[src/rtl/abdf_pkg.sv]
package abdf_pkg;

    localparam int FRAC_BITS      = 15;
    localparam int VAL_W          = 16;
    localparam logic [VAL_W-1:0] ONE = VAL_W'(1) << FRAC_BITS;
    localparam int MAX_RADIUS_DEF = 30;
    localparam int STEP_MAX       = 8;
    localparam int STEP_W         = 4;
    localparam int RADIUS_W       = 5;
    localparam int FILL_W         = 7;
    localparam logic [FILL_W-1:0] FILL_MAX = '1;
    localparam int OP_W           = 2;
    localparam int TIDX_IN_W      = 6;
    localparam int S_TDATA_W      = 40;
    localparam int M_TDATA_W      = 16;
    localparam int CFG_ADDR_W     = 2;
    localparam int CFG_DATA_W     = 5;

    // Operation codes
    localparam logic [OP_W-1:0] OP_LOAD_GAUSS = 2'd0;
    localparam logic [OP_W-1:0] OP_LOAD_DIST  = 2'd1;
    localparam logic [OP_W-1:0] OP_SAMPLE     = 2'd2;

    // Register indexes
    localparam logic [CFG_ADDR_W-1:0] REG_RADIUS = 2'd0;
    localparam logic [CFG_ADDR_W-1:0] REG_STEP   = 2'd1;
    localparam logic [CFG_ADDR_W-1:0] REG_INVERT = 2'd2;

    typedef enum logic [3:0] {
        ST_IDLE,
        ST_SETUP,
        ST_CENTRE,
        ST_TAP,
        ST_DRAIN,
        ST_DIV_GO,
        ST_DIV,
        ST_MUL,
        ST_FIN,
        ST_EMIT
    } abdf_state_t;

    typedef struct packed {
        logic table_wr;
        logic sample_wr;
        logic setup;
        logic centre_rd;
        logic tap_rd;
        logic div_start;
        logic mul_en;
        logic fin_en;
        logic emit;
        logic next_pix;
        logic line_end;
    } abdf_cmd_t;

    typedef struct packed {
        logic has_pixel;
        logic taps_done;
        logic div_done;
        logic out_free;
        logic more_pix;
    } abdf_stat_t;

endpackage

[src/rtl/abdf_ctrl.sv]
module abdf_ctrl import abdf_pkg::*; (
    input  logic            clk,
    input  logic            rst_n,
    input  logic            s_tvalid,
    input  logic [OP_W-1:0] op,
    input  abdf_stat_t      stat,
    output logic            s_tready,
    output abdf_cmd_t       cmd
);

    abdf_state_t state_reg, state_next;

    always_ff @(posedge clk or negedge rst_n)
    begin
        if (!rst_n)
        begin
            state_reg <= ST_IDLE;
        end
        else
        begin
            state_reg <= state_next;
        end
    end

    // Sequence one item: a table write, or a window write then one pass per pixel
    always_comb
    begin
        state_next = state_reg;
        cmd        = '0;
        s_tready   = 1'b0;
        case (state_reg)
            ST_IDLE:
            begin
                s_tready = 1'b1;
                if (s_tvalid)
                begin
                    if (op inside {OP_LOAD_GAUSS, OP_LOAD_DIST})
                    begin
                        cmd.table_wr = 1'b1;
                    end
                    else if (op == OP_SAMPLE)
                    begin
                        cmd.sample_wr = 1'b1;
                        state_next    = ST_SETUP;
                    end
                end
            end
            ST_SETUP:
            begin
                cmd.setup  = 1'b1;
                state_next = stat.has_pixel ? ST_CENTRE : ST_IDLE;
            end
            ST_CENTRE:
            begin
                cmd.centre_rd = 1'b1;
                state_next    = ST_TAP;
            end
            ST_TAP:
            begin
                if (stat.taps_done)
                begin
                    state_next = ST_DRAIN;
                end
                else
                begin
                    cmd.tap_rd = 1'b1;
                end
            end
            ST_DRAIN:
            begin
                state_next = ST_DIV_GO;
            end
            ST_DIV_GO:
            begin
                cmd.div_start = 1'b1;
                state_next    = ST_DIV;
            end
            ST_DIV:
            begin
                if (stat.div_done)
                begin
                    state_next = ST_MUL;
                end
            end
            ST_MUL:
            begin
                cmd.mul_en = 1'b1;
                state_next = ST_FIN;
            end
            ST_FIN:
            begin
                cmd.fin_en = 1'b1;
                state_next = ST_EMIT;
            end
            ST_EMIT:
            begin
                if (stat.out_free)
                begin
                    cmd.emit = 1'b1;
                    if (stat.more_pix)
                    begin
                        cmd.next_pix = 1'b1;
                        state_next   = ST_CENTRE;
                    end
                    else
                    begin
                        cmd.line_end = stat.more_pix ? 1'b0 : 1'b1;
                        state_next   = ST_IDLE;
                    end
                end
            end
            default:
            begin
                state_next = ST_IDLE;
            end
        endcase
    end

endmodule

[config.mk]
export PLATFORM = sky130hd
export DESIGN_NAME = abdf_ctrl
export DESIGN_NICKNAME = d
export VERILOG_FILES = /design/src/rtl/abdf_pkg.sv /design/src/rtl/abdf_ctrl.sv
export SDC_FILE = /design/constraint.sdc
export NUM_CORES = 1
export LEC_CHECK = 0
export BUFFER_PORTS_ARGS = -buffer_cell sky130_fd_sc_hd__buf_2
export CAP_MARGIN = 20
export CORE_AREA = 2 2 39 41
export CTS_CLUSTER_DIAMETER = 80
export DETAILED_ROUTE_END_ITERATION = 8
export DIE_AREA = 0 0 41 43
export GPL_TIMING_DRIVEN = 1
export HOLD_SLACK_MARGIN = 0.06
export PLACE_DENSITY = 0.58
export SETUP_SLACK_MARGIN = 0.1
export SLEW_MARGIN = 20
export SYNTH_ARGS = -nofsm -noshare
export SYNTH_HDL_FRONTEND = slang
export SYNTH_SLANG_ARGS = --single-unit
[constraint.sdc]
create_clock -name clk -period 1.7 [get_ports clk]
set_input_delay 0.51 -clock clk [delete_from_list [all_inputs] [get_ports clk]]
set_output_delay 0.51 -clock clk [all_outputs]
set_load 0.1 [all_outputs]
After elaboration in Yosys (flattened, before gate mapping). Index checks and enable logic that the tools add are counted.

Reduce and logical (&&, ||, !) cells: 4. Muxes and demuxes: 26. Equality and inequality tests: 17.

Operators with widths (number): case mux 4 bit (10 select lines) (1); 2-to-1 mux 4 bit (6); == test 4 x 3 -> 1 bit (second input constant) (4); 2-to-1 mux 1 bit (13); != test 2 bit (second input constant) (6); == test 4 x 2 -> 1 bit (second input constant) (2); == test 4 bit (second input constant) (2); 2-to-1 mux 2 bit (4); 2-to-1 mux 3 bit (2); AND reduction 6 bit (1); == test 4 x 1 -> 1 bit (second input constant) (1); zero test 4 bit (1); == test 2 x 1 -> 1 bit (second input constant) (1); == test 2 bit (second input constant) (1); zero test 2 bit (1); nonzero test 2 bit (1).

Bits of input ports: 10. Output and inout bits: 12. Logic and storage cells: 48. Register bits after elaboration: 4.

Logic depth before layout (Yosys ltp). Gate-level depths: netlist (run 1).

Word-level depth: 5. Gate-level depth with buffers: 5.

Least setup slack after synthesis (run 1). OpenSTA, ideal clock, no wires.

Path kind: register to output. From: register state_reg[2]. To: output cmd[6] in the netlist's numbering. Setup slack: -2.271 ns. Arrival time: 3.461 ns. Cell stages (with the launch flop): 3. Cell sequence: dfrtp_1 -> buf_4 -> nor4_1.

RTL lines: start: declaration (RTL line abdf_ctrl.sv:11) `abdf_state_t state_reg, state_next;`; start signal: assignment (RTL line abdf_ctrl.sv:21) `state_reg <= state_next;`; end: declaration (RTL line abdf_ctrl.sv:8) `output abdf_cmd_t cmd`.

==> results.json, run 1 <==
{
  "rr_worst_depth": 6,
  "vias": 465,
  "worst-path-buf-inv": 1,
  "peakVddDrop_mv": 1.17,
  "powerDensity_nw_per_um2": 1970,
  "timing.rr.start": "state_reg[0]$_DFFE_PN0P_",
  "synth_common_cells": "nor2_1, dfrtp_1",
  "timing.hold.worst_path_depth": 2,
  "cp_data_required_time_ps": 1190,
  "p_clk_share_pct": 7.0,
  "ys_warn_count": 0,
  "power_leakage_nw": 0.400,
  "rows": 14,
  "path_cells": "or4_4, nor3b_4, buf_12",
  "avgViaCountPerCell": 4.79,
  "worst_setup_path_end_kind": "primary output",
  "cts-root-buf": "clkbuf_4",
  "fmax_mhz": 469,
  "initial_utilization_pct": 27.7,
  "cp.depth": 3,
  "critical_path_class": "reg -> out",
  "cp_top_family": "simple AND/OR/NAND/NOR gates",
  "r2r_slack_ps": -40,
  "die_area_um2": 1760,
  "rsz0062_at_grt": "yes",
  "io_buffers": 21,
  "ant_nets": 0,
  "arrival_ps": 1620,
  "die_h_um": 43,
  "violations": "setup timing",
  "cts_buffers": 3,
  "ys_seq_area_share_pct": 26.1,
  "synthCells": 44,
  "internal_power_uw": 888,
  "hold_slack_ps": 584,
  "worstMarginPinSlew_ps": 255,
  "antenna_found_initial": 0,
  "crit_slowest_cell": "or4_4",
  "power_frac_comb_pct": 84.5,
  "worst_clock_skew_ps": 11.1,
  "p_seq_share_pct": 8.5,
  "ys_seq_elements": 4,
  "synth-edff-count": 0,
  "drt_iter0_drc": 2,
  "wl_mm": 1.09,
  "setup_slack_ps": -431,
  "grt_pass1_wl_mm": 1.79,
  "holdPathEnd": "state_reg[2]$_DFFE_PN0P_",
  "grt_max_degree": 11,
  "cpPeakStageDelay_ps": 540,
  "cp_max_fo": 3,
  "numPlacedInstances": 88,
  "layout-drive-gt1-share_pct": 81.5,
  "netlist.area_leader.share_pct": 26.1,
  "wl_per_cell_um": 11.3,
  "slew_violations": 0,
  "ios": 22,
  "cts_tree": "yes",
  "outcome": "complete, but fails checks",
  "synth_area_leader_cell": "dfrtp_1",
  "drc": 0,
  "r2r-end": "state_reg[1]$_DFFE_PN0P_",
  "ys_top_cells_by_area": "dfrtp_1, or2b_2, or3b_2",
  "min_from": "state_reg[3]$_DFFE_PN0P_",
  "clk_path_buf_depth": 2,
  "dp_slack_ps": -194,
  "synthFlopType": "dfrtp_1",
  "h-tree-depth": 1,
  "clk_pin_slew_ps": 40,
  "nNetsFinal": 92,
  "yosysUniqueCellTypes": 25,
  "fillers": 96,
  "antenna_cells": 0,
  "maxCapViolCount": 0,
  "grt_usage_pct": 14.7,
  "avgSynthCellArea_um2": 8.70,
  "hold_class": "reg -> reg",
  "totalPowerFinal_mw": 1.88,
  "yosysMostFrequentCell": "nor2_1",
  "startpoint_type": "flop",
  "hold_viol_final": 0,
  "grt.overflow.total": 0,
  "grt_pass1_vias": 425,
  "relSlewSlack_pct": 82.9,
  "stdcell_count": 97,
  "synth_fp_nets": 54,
  "cts.sinks": 4,
  "sw_frac_of_total_pct": 52.8,
  "gp_congestion": 0.764,
  "insertion_delay_ps": 240,
  "p_sw_uw": 996,
  "coreArea_um2": 1380,
  "dr.pass1.iters": 2,
  "hpwl_um": 802,
  "largest_reg_flops": 4,
  "setup_viol_count_final": 13,
  "syn-cell-area_um2": 383,
  "period_share_pct": 125,
  "die_w_um": 41,
  "period_needed_ps": 2130,
  "area_delta_synth_final_pct": 150,
  "synth_async_sr_flop_share_pct": 100
}
[cells in the final DEF, fill, tap and decap left out, types with 2 or more instances in the layout]
cell type	synthesis	final
buf_12	0	12
buf_2	0	9
buf_4	2	11
buf_6	0	2
clkbuf_4	0	3
dfrtp_1	4	2
dfrtp_2	0	2
nor2_1	6	2
nor2_4	0	4
nor3_4	0	3
nor3b_4	0	2
or2b_4	0	2
or3b_2	3	2
[metal layers]
metal / global-route usage (%) / part of all wire (%) / vias to the layer above / wire length (um)
li1: - / - / 237 / -
met1: 19.3 / 41 / 212 / 444
met2: 23.4 / 53 / 14 / 580
met3: 0 / 4.8 / 2 / 52
met4: 8.00 / 1.3 / 0 / 14
met5: 0 / 0 / - / 0
[worst max-delay path by stage]
stage,from,endpoint
6_report,state_reg[0]$_DFFE_PN0P_,cmd[10]
5_1_grt,state_reg[2]$_DFFE_PN0P_,cmd[10]
4_1_cts,state_reg[0]$_DFFE_PN0P_,cmd[10]
3_5_place_dp,state_reg[0]$_DFFE_PN0P_,cmd[10]
3_3_place_gp,state_reg[0]$_DFFE_PN0P_,cmd[10]
2_1_floorplan,state_reg[0]$_DFFE_PN0P_,cmd[10]
[kinds of logic after synthesis]
group           synth area share, %
compound gates                 19.0
buf+inv                        4.90
flops                          26.1
mux                            3.92
simple gates                   46.1
[per-stage QoR]
stage	TNS, ps	util [%]	area [um^2]
after floorplan	-4510	-	508
after global placement	-602	62.3	862
after detailed placement	-683	62.3	862
after CTS	-3330	67.5	933
after global routing	-3900	69.1	956
final	-3350	69.1	956
[layout make-up]
type	instances	area [um^2]	area share, %
multi-input cells	37	400	41.9
repair buffers	35	400	41.9
flip-flops and latches	4	103	10.7
clock buffers	4	26.3	2.75
well taps	16	20.0	2.09
inverters	1	6.26	0.654
[power groups by stage]
stage | registers (mW) | clock network [mW] | logic [mW]
after floorplan | 0.193 | 0 | 0.996
after global placement | 0.156 | 0 | 1.47
after detailed placement | 0.159 | 0 | 1.47
after CTS | 0.160 | 0.134 | 1.56
after global routing | 0.165 | 0.136 | 1.66
final | 0.160 | 0.132 | 1.59
[tightest hold or removal path: stages (launching register included)]
cell	delay, ps
dfrtp_1	350
buf_6	140
nor2_1	50
[repair_timing]
| item | in CTS | in global routing |
|---|---|---|
| setup buffers | 2 | 2 |
| cloned | 0 | 0 |
| hold endpoints to repair | 2 | 0 |
| hold buffers | 1 | 0 |
| pin swaps | 6 | 1 |
| endpoints found under the setup margin | 13 | 15 |
| resized for setup | 6 | 2 |
Power figures use the tool's default switching activity.
==> run 2, diff against run 1 <==
--- a/config.mk
+++ b/config.mk
@@ -7,13 +7,16 @@
 export LEC_CHECK = 0
 export BUFFER_PORTS_ARGS = -buffer_cell sky130_fd_sc_hd__buf_2
 export CAP_MARGIN = 20
-export CORE_AREA = 2 2 39 41
+export CELL_PAD_IN_SITES_DETAIL_PLACEMENT = 0
+export CELL_PAD_IN_SITES_GLOBAL_PLACEMENT = 1
+export CORE_MARGIN = 1.5
+export CORE_UTILIZATION = 25
 export CTS_CLUSTER_DIAMETER = 80
 export DETAILED_ROUTE_END_ITERATION = 8
-export DIE_AREA = 0 0 41 43
 export GPL_TIMING_DRIVEN = 1
 export HOLD_SLACK_MARGIN = 0.06
-export PLACE_DENSITY = 0.58
+export MAX_ROUTING_LAYER = met4
+export PLACE_DENSITY = 0.7
 export SETUP_SLACK_MARGIN = 0.1
 export SLEW_MARGIN = 20
 export SYNTH_ARGS = -nofsm -noshare
==> run 2 against run 1 <==
  * Final area is 10% higher
  * Maximum frequency is 0.59% lower
  * Worst setup slack worse by 13 ps
  * The flow still finishes with violations (setup timing)
==> results.json, run 2 (synthesized netlist as in run 1, its figures left out) <==
{
  "outcome": "complete, but fails checks",
  "violations": "setup timing",
  "powerDensity_nw_per_um2": 1950,
  "grt_max_degree": 10,
  "ios": 22,
  "crit_end": "cmd[10]",
  "worst_clock_skew_ps": 3.41,
  "cpPeakStageDelay_ps": 580,
  "setup_slack_ps": -443,
  "coreArea_um2": 1370,
  "cts_buffers": 3,
  "worst_setup_path_end_kind": "primary output",
  "stdcell_count": 104,
  "critical_path_class": "reg -> out",
  "setup_viol_count_final": 13,
  "cp_data_required_time_ps": 1190,
  "largest_reg_flops": 4,
  "antenna_cells": 0,
  "vias": 502,
  "grt.overflow.total": 0,
  "slew_violations": 0,
  "use_met1_pct": 18.1,
  "r2r_slack_ps": -110,
  "worstMarginPinSlew_ps": 254,
  "ant_nets": 0,
  "arrival_ps": 1630,
  "cp_max_fo": 3,
  "fillers": 90,
  "die_w_um": 42.1,
  "top_usage_layer": "met2",
  "path_cells": "or4_4, nor3b_4, buf_12",
  "numPlacedInstances": 87,
  "fin_util_pct": 77.1,
  "grt_pass1_wl_mm": 2.30,
  "rr_worst_depth": 6,
  "dr.pass1.iters": 3,
  "hpwl_mm": 1.06,
  "power_leakage_nw": 0.461,
  "use_met3_pct": 1.29,
  "layout-drive-gt1-share_pct": 84.3,
  "regArea_um2": 103,
  "antenna_found_initial": 0,
  "avgViaCountPerCell": 4.83,
  "nNetsFinal": 101,
  "hold_class": "in -> async",
  "grt_pass1_vias": 537,
  "cts_tree": "yes",
  "cp.depth": 3,
  "maxCapViolCount": 0,
  "multi_input_area_um2": 408,
  "crit_slowest_cell": "or4_4",
  "r2r-end": "state_reg[1]$_DFFE_PN0P_",
  "relSlewSlack_pct": 82.9,
  "io_buffers": 21,
  "cts.sinks": 4,
  "die_h_um": 42.1,
  "timing.rr.start": "state_reg[2]$_DFFE_PN0P_",
  "layout_common_cells": "buf_4, buf_12, buf_2, buf_6",
  "use_met2_pct": 32.5,
  "rsz0062_at_grt": "yes",
  "cts-root-buf": "clkbuf_4",
  "wl_mm": 1.52,
  "period_share_pct": 126,
  "die_area_um2": 1780,
  "clk_pin_slew_ps": 40,
  "cp_top_family": "simple AND/OR/NAND/NOR gates",
  "wl_per_cell_um": 14.6,
  "insertion_delay_ps": 230,
  "clk_path_buf_depth": 2,
  "final_common_cell": "buf_4",
  "grt_usage_pct": 18.0,
  "gp_congestion": 0.731,
  "h-tree-depth": 1,
  "area_delta_synth_final_pct": 175,
  "initial_utilization_pct": 28.0,
  "cp-startpoint": "state_reg[2]$_DFFE_PN0P_",
  "drc": 0,
  "drt_iter0_drc": 3,
  "worst-path-buf-inv": 1,
  "rows": 13,
  "startpoint_type": "flop",
  "peakVddDrop_mv": 0.958,
  "period_needed_ps": 2140,
  "hold_viol_final": 0,
  "fmax_mhz": 467
}
==> run 2: how the worst min path moves through the flow <==
stage | from | to | slack [ps] | cells past startpoint
6_report | rst_n | state_reg[2]$_DFFE_PN0P_ | 70 | 1
5_1_grt | rst_n | state_reg[2]$_DFFE_PN0P_ | 70 | 1
3_5_place_dp | rst_n | state_reg[3]$_DFFE_PN0P_ | 320 | 1
3_3_place_gp | rst_n | state_reg[3]$_DFFE_PN0P_ | 310 | 1
4_1_cts | rst_n | state_reg[2]$_DFFE_PN0P_ | 70 | 1
2_1_floorplan | rst_n | state_reg[0]$_DFFE_PN0P_ | 210 | 0
==> run 2: layout make-up <==
type	instances	area share (%)
Clock buffer	3	2.14
Multi-Input combinational cell	37	38.7
Inverter	1	0.594
Sequential cell	4	9.74
Timing Repair Buffer	44	47.0
Tap cell	15	1.78
==> run 2: worst reg2reg max path, stage by stage, from the launching register on <==
cell       delay, ps
dfrtp_1          380
or4_4            580
buf_4            170
inv_4             70
o2bb2ai_4        130
nor2_2            60
mux2_4           290
==> run 2: what timing repair did <==
| action | CTS | global route |
|---|---|---|
| endpoints found under the setup margin | 14 | 15 |
| buffers inserted | 9 | 6 |
| resized for setup | 8 | 9 |
| pin swaps | 8 | 4 |
| hold buffers | 0 | 0 |
==> run 2: metal layers <==
metal / routed length, um / up-vias
li1: - / 251
met1: 608 / 234
met2: 838 / 13
met3: 29 / 4
met4: 40 / 0
met5: 0 / -
==> run 2: report_power, final <==
group	internal, mW	switching, mW
logic	0.792	0.984
clock network	0.0789	0.0372
registers	0.140	0.0263
==> run 2: per-stage QoR <==
| step | area (um^2) | TNS (ps) | hold WS [ps] | power (mW) | setup slack (ps) |
|---|---|---|---|---|---|
| CTS | 988 | -3900 | 68.3 | 1.96 | -431 |
| global placement | 861 | -625 | 314 | 1.63 | -180 |
| detailed placement | 861 | -855 | 318 | 1.66 | -206 |
| floorplan | 508 | -4510 | 214 | 1.19 | -670 |
| finish | 1050 | -3870 | 70.2 | 2.06 | -443 |
| global route | 1050 | -4510 | 70.6 | 2.16 | -483 |
==> run 3, diff against run 2 <==
--- a/config.mk
+++ b/config.mk
@@ -17,6 +17,7 @@
 export HOLD_SLACK_MARGIN = 0.06
 export MAX_ROUTING_LAYER = met4
 export PLACE_DENSITY = 0.7
+export RECOVER_POWER = 50
 export SETUP_SLACK_MARGIN = 0.1
 export SLEW_MARGIN = 20
 export SYNTH_ARGS = -nofsm -noshare
==> run 3 against run 2 <==
  * The flow still finishes with violations (setup timing)
  * Routed wire length is 0.13% higher
  * Maximum frequency unchanged
  * Non-clock buffer count stayed put
  * Core utilization shrank 0.091 points
  * Global-route usage stayed put
  * Clock skew about the same
  * Critical path type unchanged
==> results.json, run 3 (synthesized netlist as in run 1, its figures left out) <==
{
  "power_leakage_nw": 0.458,
  "drc": 0,
  "clk_path_buf_depth": 2,
  "grt_max_degree": 10,
  "hpwl_mm": 1.06,
  "ant_nets": 0,
  "coreArea_um2": 1370,
  "path_cells": "or4_4, nor3b_4, buf_12",
  "cp_top_family": "simple AND/OR/NAND/NOR gates",
  "antenna_cells": 0,
  "antenna_found_initial": 0,
  "final_common_cell": "buf_4",
  "avgViaCountPerCell": 4.83,
  "cts-root-buf": "clkbuf_4",
  "vias": 502,
  "initial_utilization_pct": 28.0,
  "layout-drive-gt1-share_pct": 83.1,
  "grt_pass1_vias": 537,
  "wl_per_cell_um": 14.6,
  "startpoint_type": "flop",
  "cpPeakStageDelay_ps": 580,
  "rows": 13,
  "layout_common_cells": "buf_4, buf_12, buf_2, buf_6",
  "worst-path-buf-inv": 1,
  "violations": "setup timing",
  "relSlewSlack_pct": 82.9,
  "cp_data_required_time_ps": 1190,
  "slew_violations": 0,
  "fmax_mhz": 467,
  "die_h_um": 42.1,
  "grt.overflow.total": 0,
  "outcome": "complete, but fails checks",
  "cts_tree": "yes",
  "dr.pass1.iters": 3,
  "io_buffers": 21,
  "period_share_pct": 126,
  "tns_ps": -3870,
  "grt_usage_pct": 18.0,
  "arrival_ps": 1630,
  "gp_congestion": 0.731,
  "area_delta_synth_final_pct": 175,
  "clk_pin_slew_ps": 40,
  "worst_setup_path_end_kind": "primary output",
  "die_area_um2": 1780,
  "grt_pass1_wl_mm": 2.30,
  "hold_viol_final": 0,
  "critical_path_class": "reg -> out",
  "largest_reg_flops": 4,
  "ios": 22,
  "cp_max_fo": 3,
  "worstMarginPinSlew_ps": 254,
  "die_w_um": 42.1,
  "hold_class": "in -> async",
  "peakVddDrop_mv": 0.958,
  "hold_slack_ps": 91.8,
  "crit_slowest_cell": "or4_4",
  "maxCapViolCount": 0,
  "nNetsFinal": 101,
  "wl_mm": 1.52,
  "cts.sinks": 4,
  "insertion_delay_ps": 230,
  "setup_slack_ps": -443,
  "powerDensity_nw_per_um2": 1960,
  "setup_viol_count_final": 13,
  "h-tree-depth": 1,
  "drt_iter0_drc": 3,
  "worst_clock_skew_ps": 3.30,
  "period_needed_ps": 2140,
  "rsz0062_at_grt": "yes",
  "fillers": 91,
  "fin_util_pct": 77.0,
  "cts_buffers": 3
}
-- run 3: changes by cell type in the layout (fill, tap and decap cells not counted), sizes merged --
cell,delta
buf,-1
clkbuf,+1
-- run 3: path summary, 6_finish.rpt --
path	start	endpoint	slack, ps	cells after the start
max in group asynchronous	rst_n	state_reg[1]$_DFFE_PN0P_	1410	1
setup / recovery	state_reg[2]$_DFFE_PN0P_	cmd[10]	-440	3
setup reg to reg	state_reg[2]$_DFFE_PN0P_	state_reg[1]$_DFFE_PN0P_	-110	6
hold / removal	rst_n	state_reg[2]$_DFFE_PN0P_	90	1
hold reg to reg	state_reg[3]$_DFFE_PN0P_	state_reg[2]$_DFFE_PN0P_	690	3
min in group clk	state_reg[3]$_DFFE_PN0P_	state_reg[2]$_DFFE_PN0P_	690	3
-- run 3: worst reg2reg max path: stages, from the launching register on --
cell	delay [ps]
dfrtp_1	380
or4_4	580
buf_4	170
inv_4	70
o2bb2ai_4	130
nor2_2	60
mux2_4	290
-- run 3: layout make-up --
type | instances | area [um^2] | area share [%]
clock buffers | 3 | 22.5 | 2.14
well taps | 15 | 18.8 | 1.78
repair buffers | 44 | 494 | 47.0
multi-input cells | 37 | 408 | 38.8
flip-flops and latches | 4 | 103 | 9.75
inverters | 1 | 6.26 | 0.595
-- run 3: stage by stage --
stage               cells  power (mW)  worst slack [ps]  instance area (um^2)
floorplan              44        1.19              -670                   508
global placement       87        1.63              -180                   861
detailed placement     87        1.66              -206                   861
CTS                    99        1.96              -431                   988
global route          104        2.15              -483                  1050
finish                104        2.06              -443                  1050
-- run 3: what timing repair did --
action	in CTS	in global routing
setup buffers	9	6
pin swaps	8	4
gates cloned	0	0
resized for setup	8	9
endpoints found under the setup margin	14	15
hold buffers	0	0
-- run 3: power breakdown --
group          switching [mW]  total, mW  leakage [nW]  internal (mW)
Sequential             0.0263      0.166        0.0490          0.140
Clock                  0.0372      0.116        0.0138         0.0789
Combinational           0.984       1.78         0.395          0.791
-- run 3: per-layer routing --
layer / global-route usage, % / vias to the layer above / share of wire (%)
li1: - / 251 / -
met1: 18.1 / 234 / 40
met2: 32.5 / 13 / 55
met3: 1.29 / 4 / 1.9
met4: 13.1 / 0 / 2.6
met5: - / - / 0
